<file path="src/rtl/slot_free_list_allocator_defines.svh">
`ifndef SLOT_FREE_LIST_ALLOCATOR_DEFINES_SVH
`define SLOT_FREE_LIST_ALLOCATOR_DEFINES_SVH

// Same-cycle implication, checked while out of reset
`define SFLA_ASSERT_NOW(label, clk, rst_n, ante, cons) \
    label: assert property (@(posedge clk) disable iff (!(rst_n)) (ante) |-> (cons)) \
        else $error("assertion failed");

// Next-cycle implication, checked while out of reset
`define SFLA_ASSERT_NEXT(label, clk, rst_n, ante, cons) \
    label: assert property (@(posedge clk) disable iff (!(rst_n)) (ante) |=> (cons)) \
        else $error("assertion failed");

`endif

</file>
<file path="src/rtl/sfla_pkg.sv">
`timescale 1ns / 1ps

package sfla_pkg;

    // request kinds
    localparam logic KIND_ALLOC = 1'b0;
    localparam logic KIND_FREE  = 1'b1;

    // result status codes
    localparam logic [1:0] ST_ALLOC   = 2'd0;
    localparam logic [1:0] ST_FREED   = 2'd1;
    localparam logic [1:0] ST_IGNORED = 2'd2;
    localparam logic [1:0] ST_FULL    = 2'd3;

    // control sequencer
    typedef enum logic {
        S_IDLE,
        S_EXEC
    } state_t;

endpackage

</file>
<file path="src/rtl/sfla_ram.sv">
`timescale 1ns / 1ps

module sfla_ram #(
    parameter int WIDTH = 10,
    parameter int DEPTH = 256
) (
    input  logic                     clk,
    input  logic                     we,
    input  logic [$clog2(DEPTH)-1:0] waddr,
    input  logic [WIDTH-1:0]         wdata,
    input  logic                     re,
    input  logic [$clog2(DEPTH)-1:0] raddr,
    output logic [WIDTH-1:0]         rdata
);

    logic [WIDTH-1:0] mem [DEPTH];
    logic [WIDTH-1:0] rdata_reg;

    // single write port, registered read that holds between reads
    always_ff @(posedge clk) begin
        if (we) begin
            mem[waddr] <= wdata;
        end
        if (re) begin
            rdata_reg <= mem[raddr];
        end
    end

    assign rdata = rdata_reg;

endmodule

</file>
<file path="src/rtl/slot_free_list_allocator.sv">
// Slot allocator with a LIFO free list threaded through one slot memory.
// A new request is not accepted until the last one has executed. The accept cycle
// reads the slot memory entry (free-list head or slot to free); the execute state uses it.
// The request moves into the execute state, then its result into the output register when free.
// Reset: free list empty, used count zero; slot memory needs no clearing.
`timescale 1ns / 1ps
`include "slot_free_list_allocator_defines.svh"

module slot_free_list_allocator
    import sfla_pkg::*;
#(
    parameter int SLOTS = 256
) (
    input  logic       aclk,
    input  logic       aresetn,
    input  logic       s_tvalid,
    output logic       s_tready,
    input  logic [7:0] s_tdata,   // [7:0] slot_to_free
    input  logic       s_tuser,   // [0] kind
    output logic       m_tvalid,
    input  logic       m_tready,
    output logic [7:0] m_tdata,   // [7:0] slot_given
    output logic [1:0] m_tuser    // [1:0] status
);

    localparam int IDX_W = $clog2(SLOTS);
    localparam int CNT_W = IDX_W + 1;
    localparam int CW    = (CNT_W > 8) ? CNT_W : 8;
    // entry layout: {is_free, end_of_list, next_link}
    localparam int EW    = IDX_W + 2;
    localparam int END_B = IDX_W;
    localparam int FREE_B = IDX_W + 1;

    state_t state_reg, state_next;

    logic             head_valid_reg, head_valid_next;
    logic [IDX_W-1:0] head_reg, head_next;
    logic [CNT_W-1:0] used_reg, used_next;

    logic             req_kind_reg;
    logic [7:0]       req_slot_reg;

    logic             m_valid_reg, m_valid_next;
    logic [7:0]       m_slot_reg, m_slot_next;
    logic [1:0]       m_status_reg, m_status_next;

    logic             s_accept;
    logic             exec_go;

    logic             ram_we;
    logic [IDX_W-1:0] ram_waddr;
    logic [EW-1:0]    ram_wdata;
    logic [IDX_W-1:0] ram_raddr;
    logic [EW-1:0]    ram_rdata;

    logic [CW-1:0]    slot_cw;
    logic             free_reject;

    sfla_ram #(
        .WIDTH (EW),
        .DEPTH (SLOTS)
    ) u_slot_ram (
        .clk   (aclk),
        .we    (ram_we),
        .waddr (ram_waddr),
        .wdata (ram_wdata),
        .re    (s_accept),
        .raddr (ram_raddr),
        .rdata (ram_rdata)
    );

    // sequencer outputs
    always_comb begin
        s_tready = (state_reg == S_IDLE);
        exec_go  = (state_reg == S_EXEC) && (!m_valid_reg || m_tready);
    end

    assign s_accept = s_tvalid && s_tready;

    // sequencer next state
    always_comb begin
        state_next = state_reg;
        unique case (state_reg)
            S_IDLE: begin
                if (s_accept) begin
                    state_next = S_EXEC;
                end
            end
            S_EXEC: begin
                if (exec_go) begin
                    state_next = S_IDLE;
                end
            end
            default: state_next = S_IDLE;
        endcase
    end

    // read the list head for allocate, the target entry for free
    assign ram_raddr = (s_tuser == KIND_FREE) ? IDX_W'(CW'(s_tdata)) : head_reg;

    assign slot_cw     = CW'(req_slot_reg);
    assign free_reject = (slot_cw >= CW'(used_reg)) || (slot_cw >= CW'(SLOTS))
                         || ram_rdata[FREE_B];

    // read-modify-write of the slot entry and list state
    always_comb begin
        head_valid_next = head_valid_reg;
        head_next       = head_reg;
        used_next       = used_reg;
        ram_we          = 1'b0;
        ram_waddr       = head_reg;
        ram_wdata       = '0;
        m_valid_next    = m_valid_reg && !m_tready;
        m_slot_next     = m_slot_reg;
        m_status_next   = m_status_reg;

        if (exec_go) begin
            m_valid_next = 1'b1;
            m_slot_next  = 8'd0;
            if (req_kind_reg == KIND_ALLOC) begin
                // allocated entry: not free, end of list
                ram_wdata = EW'(1) << END_B;
                priority if (head_valid_reg) begin
                    // pop the most recently freed slot
                    ram_we    = 1'b1;
                    ram_waddr = head_reg;
                    if (ram_rdata[END_B]) begin
                        head_valid_next = 1'b0;
                    end else begin
                        head_next = ram_rdata[IDX_W-1:0];
                    end
                    m_slot_next   = 8'(head_reg);
                    m_status_next = ST_ALLOC;
                end else if (used_reg < CNT_W'(SLOTS)) begin
                    // take a never-used slot
                    ram_we        = 1'b1;
                    ram_waddr     = used_reg[IDX_W-1:0];
                    used_next     = used_reg + CNT_W'(1);
                    m_slot_next   = 8'(used_reg[IDX_W-1:0]);
                    m_status_next = ST_ALLOC;
                end else begin
                    m_status_next = ST_FULL;
                end
            end else begin
                if (free_reject) begin
                    m_status_next = ST_IGNORED;
                end else begin
                    // push onto the free list
                    ram_we                 = 1'b1;
                    ram_waddr              = slot_cw[IDX_W-1:0];
                    ram_wdata[IDX_W-1:0]   = head_reg;
                    ram_wdata[END_B]       = !head_valid_reg;
                    ram_wdata[FREE_B]      = 1'b1;
                    head_next              = slot_cw[IDX_W-1:0];
                    head_valid_next        = 1'b1;
                    m_status_next          = ST_FREED;
                end
            end
        end
    end

    // control registers
    always_ff @(posedge aclk) begin
        if (!aresetn) begin
            state_reg      <= S_IDLE;
            head_valid_reg <= 1'b0;
            used_reg       <= '0;
            m_valid_reg    <= 1'b0;
        end else begin
            state_reg      <= state_next;
            head_valid_reg <= head_valid_next;
            used_reg       <= used_next;
            m_valid_reg    <= m_valid_next;
        end
    end

    // payload registers
    always_ff @(posedge aclk) begin
        head_reg     <= head_next;
        m_slot_reg   <= m_slot_next;
        m_status_reg <= m_status_next;
        if (s_accept) begin
            req_kind_reg <= s_tuser;
            req_slot_reg <= s_tdata;
        end
    end

    assign m_tvalid = m_valid_reg;
    assign m_tdata  = m_slot_reg;
    assign m_tuser  = m_status_reg;

    // checks
    `SFLA_ASSERT_NOW(a_used_bound, aclk, aresetn, 1'b1, used_reg <= CNT_W'(SLOTS))
    `SFLA_ASSERT_NOW(a_head_in_use, aclk, aresetn, head_valid_reg,
                     CNT_W'(head_reg) < used_reg)
    `SFLA_ASSERT_NEXT(a_accept_exec, aclk, aresetn, s_accept, state_reg == S_EXEC)
    `SFLA_ASSERT_NOW(a_full_only_when_exhausted, aclk, aresetn,
                     exec_go && req_kind_reg == KIND_ALLOC && m_status_next == ST_FULL,
                     !head_valid_reg && used_reg == CNT_W'(SLOTS))

endmodule
</file>
<file path="config.mk">
export PLATFORM = sky130hd
export DESIGN_NAME = slot_free_list_allocator
export DESIGN_NICKNAME = d
export VERILOG_FILES = /design/src/rtl/sfla_pkg.sv /design/src/rtl/sfla_ram.sv /design/src/rtl/slot_free_list_allocator.sv
export VERILOG_INCLUDE_DIRS = /design/src /design/src/rtl
export SDC_FILE = /design/constraint.sdc
export NUM_CORES = 2
export LEC_CHECK = 0
export ABC_AREA = 1
export BUFFER_PORTS_ARGS = -buffer_cell sky130_fd_sc_hd__buf_4
export CAP_MARGIN = 20
export CORE_AREA = 5 5 516 900
export DETAILED_ROUTE_END_ITERATION = 7
export DIE_AREA = 0 0 521 905
export GPL_ROUTABILITY_DRIVEN = 1
export GPL_TIMING_DRIVEN = 0
export PLACE_DENSITY = 0.41
export SLEW_MARGIN = 40
export SYNTH_ARGS = -nofsm -noshare
export SYNTH_HDL_FRONTEND = slang
export SYNTH_SLANG_ARGS = --single-unit
export TNS_END_PERCENT = 100
</file>
<file path="constraint.sdc">
create_clock -name aclk -period 38.2 [get_ports aclk]
set_clock_uncertainty 0.15 [all_clocks]
set_input_delay 7.64 -clock aclk [delete_from_list [all_inputs] [get_ports aclk]]
set_output_delay 7.64 -clock aclk [all_outputs]
set_load 0.01 [all_outputs]
</file>
==> metrics.cfg <==
[setup_path]
reg2regPathDepth = 14
slowest_delay_ns = 0.73
critPathLaunchType = primary input
reg2reg_to = u_slot_ram.rdata[9]$_DFFE_PP_
crit_path_cell_trace = buf_4 -> buf_4 -> inv_1 -> nand2_2 -> nand2_2 -> buf_2 -> buf_2 -> buf_2 -> nand2_1 -> nand3_1 -> nand3_1 -> nand3_1 -> nand3_1 -> nand3_1 -> nand3_1 -> nand3_1 -> nand2_1
cp_top_family = simple AND/OR/NAND/NOR gates
crit_cells = 17
end_kind = register
ff2ff_setup_slack_ns = 32.07
cp_common_cell = nand3_1
critPathLaunch = s_tuser
worstPathMaxFanout = 10
crit_buf_inv = 6
path_class = in -> reg
cp_slowest_cell = buf_2
arrival_ns = 13.09
r2r_start = head_reg[0]$_DFFE_PP_
crit_end = u_slot_ram.rdata[9]$_DFFE_PP_
critPathRequiredTime_ns = 38.76

[clock_tree]
cts_buffer_depth = 4
root_buffer = clkbuf_16
htree_num_levels = 4
numCtsBuffers = 242
clk-insertion-delay-late_ns = 1.04
cts_tree = done
post_cts_buffers = 0
post_cts_resized = 0
clk_pin_slew_ns = 0.07
cts_sinks = 2609
cts_hold_repair.buffers = 0

[sta]
setup_ws_ns = 25.67
slew_violations = 0
tns_ns = 0
max_slew_margin_pct = 35.0
rsz0062_at_grt = false
setup_violations = 0
finalCriticalPeriod_ns = 12.53
max_clock_freq_mhz = 79.8
tightest_slew_ns = 0.975
fin_crit_sh_pct = 32.8
finalHoldViolations = 0

[die]
die_x_microns = 521
top_level_ports = 25
die_area_sq_um = 472000
start_util_pct = 24.9
die_h_microns = 905
core_region_area_sq_um = 456000
std_cell_rows = 328

[synth]
synth_area_sq_um = 113000
yosysUniqueCellTypes = 30
yosys_warnings = 0
seq_area_frac_synth_pct = 68.9
synth.avg_cell_area_sq_um = 10.4
syn_inst = 10894
syn-num-nets = 10916
yosys_register_bits = 2609

[global_route]
antenna_found_initial = 62
grt_pass1_vias = 83892
grt_max_degree = 30
globalRouteTotalUtil_pct = 29.7
grt_overflow = 0
grt_pass1_wl_microns = 903000

[cells_and_area]
mostFrequentLayoutCells = nand2_1, edfxtp_1, nand3_1, inv_1, buf_16
fillers = 46193
multi_input_area_sq_um = 27800
finalNonFillerCells = 17921
largest_reg_flops = 2560
drive_gt1_share_pct = 15.3
layout.nets = 11742
area_growth_pct = 27.1
seq_area_sq_um = 78200
final_common_cell = nand2_1

[power]
p_int_uw = 4700
swShare_pct = 28.5
seq_power_share_pct = 47.5
power_frac_clock_pct = 39.5
power_frac_comb_pct = 13.0
static-leakage-power_uw = 0.0584
p_switching_uw = 1880
vdd_drop_max_uv = 38.5
power.density_nw_per_um2 = 45.6

[routing]
dr.max_layer_used = met5
initialDrtViolationCount = 12768
vias_per_cell = 5.15
routed-via-count = 92309
met1Wirelength_microns = 220000
met3_wirelength_microns = 61900
firstDrtPassIters = 8
ant_nets = 0
wl_per_cell_microns = 40.2
wl_microns = 720000
drc = 3
wl_met2_microns = 333000

[outcome]
violations = DRC
status = complete, but fails checks

[placement]
io_buffers = 24
dp.cells = 17414
hpwl_microns = 546000
pre_cts_ws_ns = 25.34
place.gp.congestion = 1.04

[hold_path]
hold_start = m_tvalid$_SDFF_PN0_
hp-class = reg -> reg

[flow_run]
cap_violations = 0

stage by stage:
stage | util [%] | cell area [sq um] | hold WS, ns | power (uW)
after floorplan | - | 113000 | 0.302 | 3470
after global placement | 26.6 | 121000 | 0.333 | 3910
after detailed placement | 29.9 | 136000 | 0.329 | 3990
after CTS | 31.6 | 144000 | 0.347 | 6540
after global routing | 31.6 | 144000 | 0.361 | 6660
final | 31.7 | 144000 | 0.346 | 6580
synthesized netlist by cell type:
master    instances  share of area, %
buf_1            94              0.31
nor2_4           10             0.099
o21a_1            1            0.0066
nand3b_1         61              0.40
inv_1          1829               6.0
buf_4             3             0.020
nand3_2          12              0.11
nor3_1            5             0.022
o21ai_0         114              0.50
inv_2             8             0.026
o21ai_1           4             0.018
nand2_2          26              0.14
ha_1              9             0.099
a21oi_2           1            0.0077
nor2_2            1            0.0055
clkbuf_1        346               1.1
nand3_4           3             0.046
o211ai_1         79              0.52
edfxtp_1       2597                69
nand4_1           7             0.039
buf_2           172              0.76
nand4_4           1             0.019
nand3_1        2223               9.8
dfxtp_1          12              0.21
nand2_1        2947               9.7
a21oi_4           4             0.057
clkinv_1          3            0.0099
a211oi_1          2             0.013
nor2_1          288              0.95
a21oi_1          32              0.14
routing by layer:
metal / global-route usage [%] / vias up
li1: - / 37672
met1: 28.6 / 45562
met2: 47.9 / 6427
met3: 8.18 / 2626
met4: 34.2 / 22
met5: 0.113 / -
cell families (layout without fill, tap and decap cells):
logic type / Yosys count / count (layout) / share of synthesized area [%]
AO/OA/AOI/OAI: 237 / 237 / 1.27
flip-flops: 2609 / 2609 / 68.9
AND/OR/NAND/NOR: 5584 / 5584 / 21.4
adder cells (fa/ha/maj): 9 / 9 / 0.0992
buffers and inverters: 2455 / 3478 / 8.32
other: 0 / 64 / 0
worst min path at each step:
stage / endpoint / cells after the start
2_1_floorplan: used_reg[8]$_SDFFE_PN0P_ / 2
3_3_place_gp: m_tvalid$_SDFF_PN0_ / 2
3_5_place_dp: used_reg[8]$_SDFFE_PN0P_ / 2
4_1_cts: used_reg[8]$_SDFFE_PN0P_ / 2
5_1_grt: used_reg[8]$_SDFFE_PN0P_ / 2
6_report: m_tvalid$_SDFF_PN0_ / 2
layout make-up:
class	instances	share of cell area [%]
diodes	64	0.111
plain buffers	615	2.14
clock buffers	275	4.33
clock inverters	166	1.16
inverters	1840	4.79
multi-input cells	5830	19.3
flip-flops and latches	2609	54.2
well taps	5940	5.15
repair buffers	582	8.80
power groups by stage:
stage | Clock (uW) | Sequential, uW | Combinational (uW)
after CTS | 2600 | 3120 | 810
after detailed placement | 0 | 3190 | 808
after global routing | 2690 | 3120 | 841
final | 2600 | 3120 | 856
after global placement | 0 | 3200 | 715
after floorplan | 0 | 3190 | 283
tightest hold or removal path: stages, from the launching register on:
cell,delay [ns]
dfxtp_1,0.31
nand2_1,0.08
a21oi_1,0.06
(Power assumes the default switching activity.)
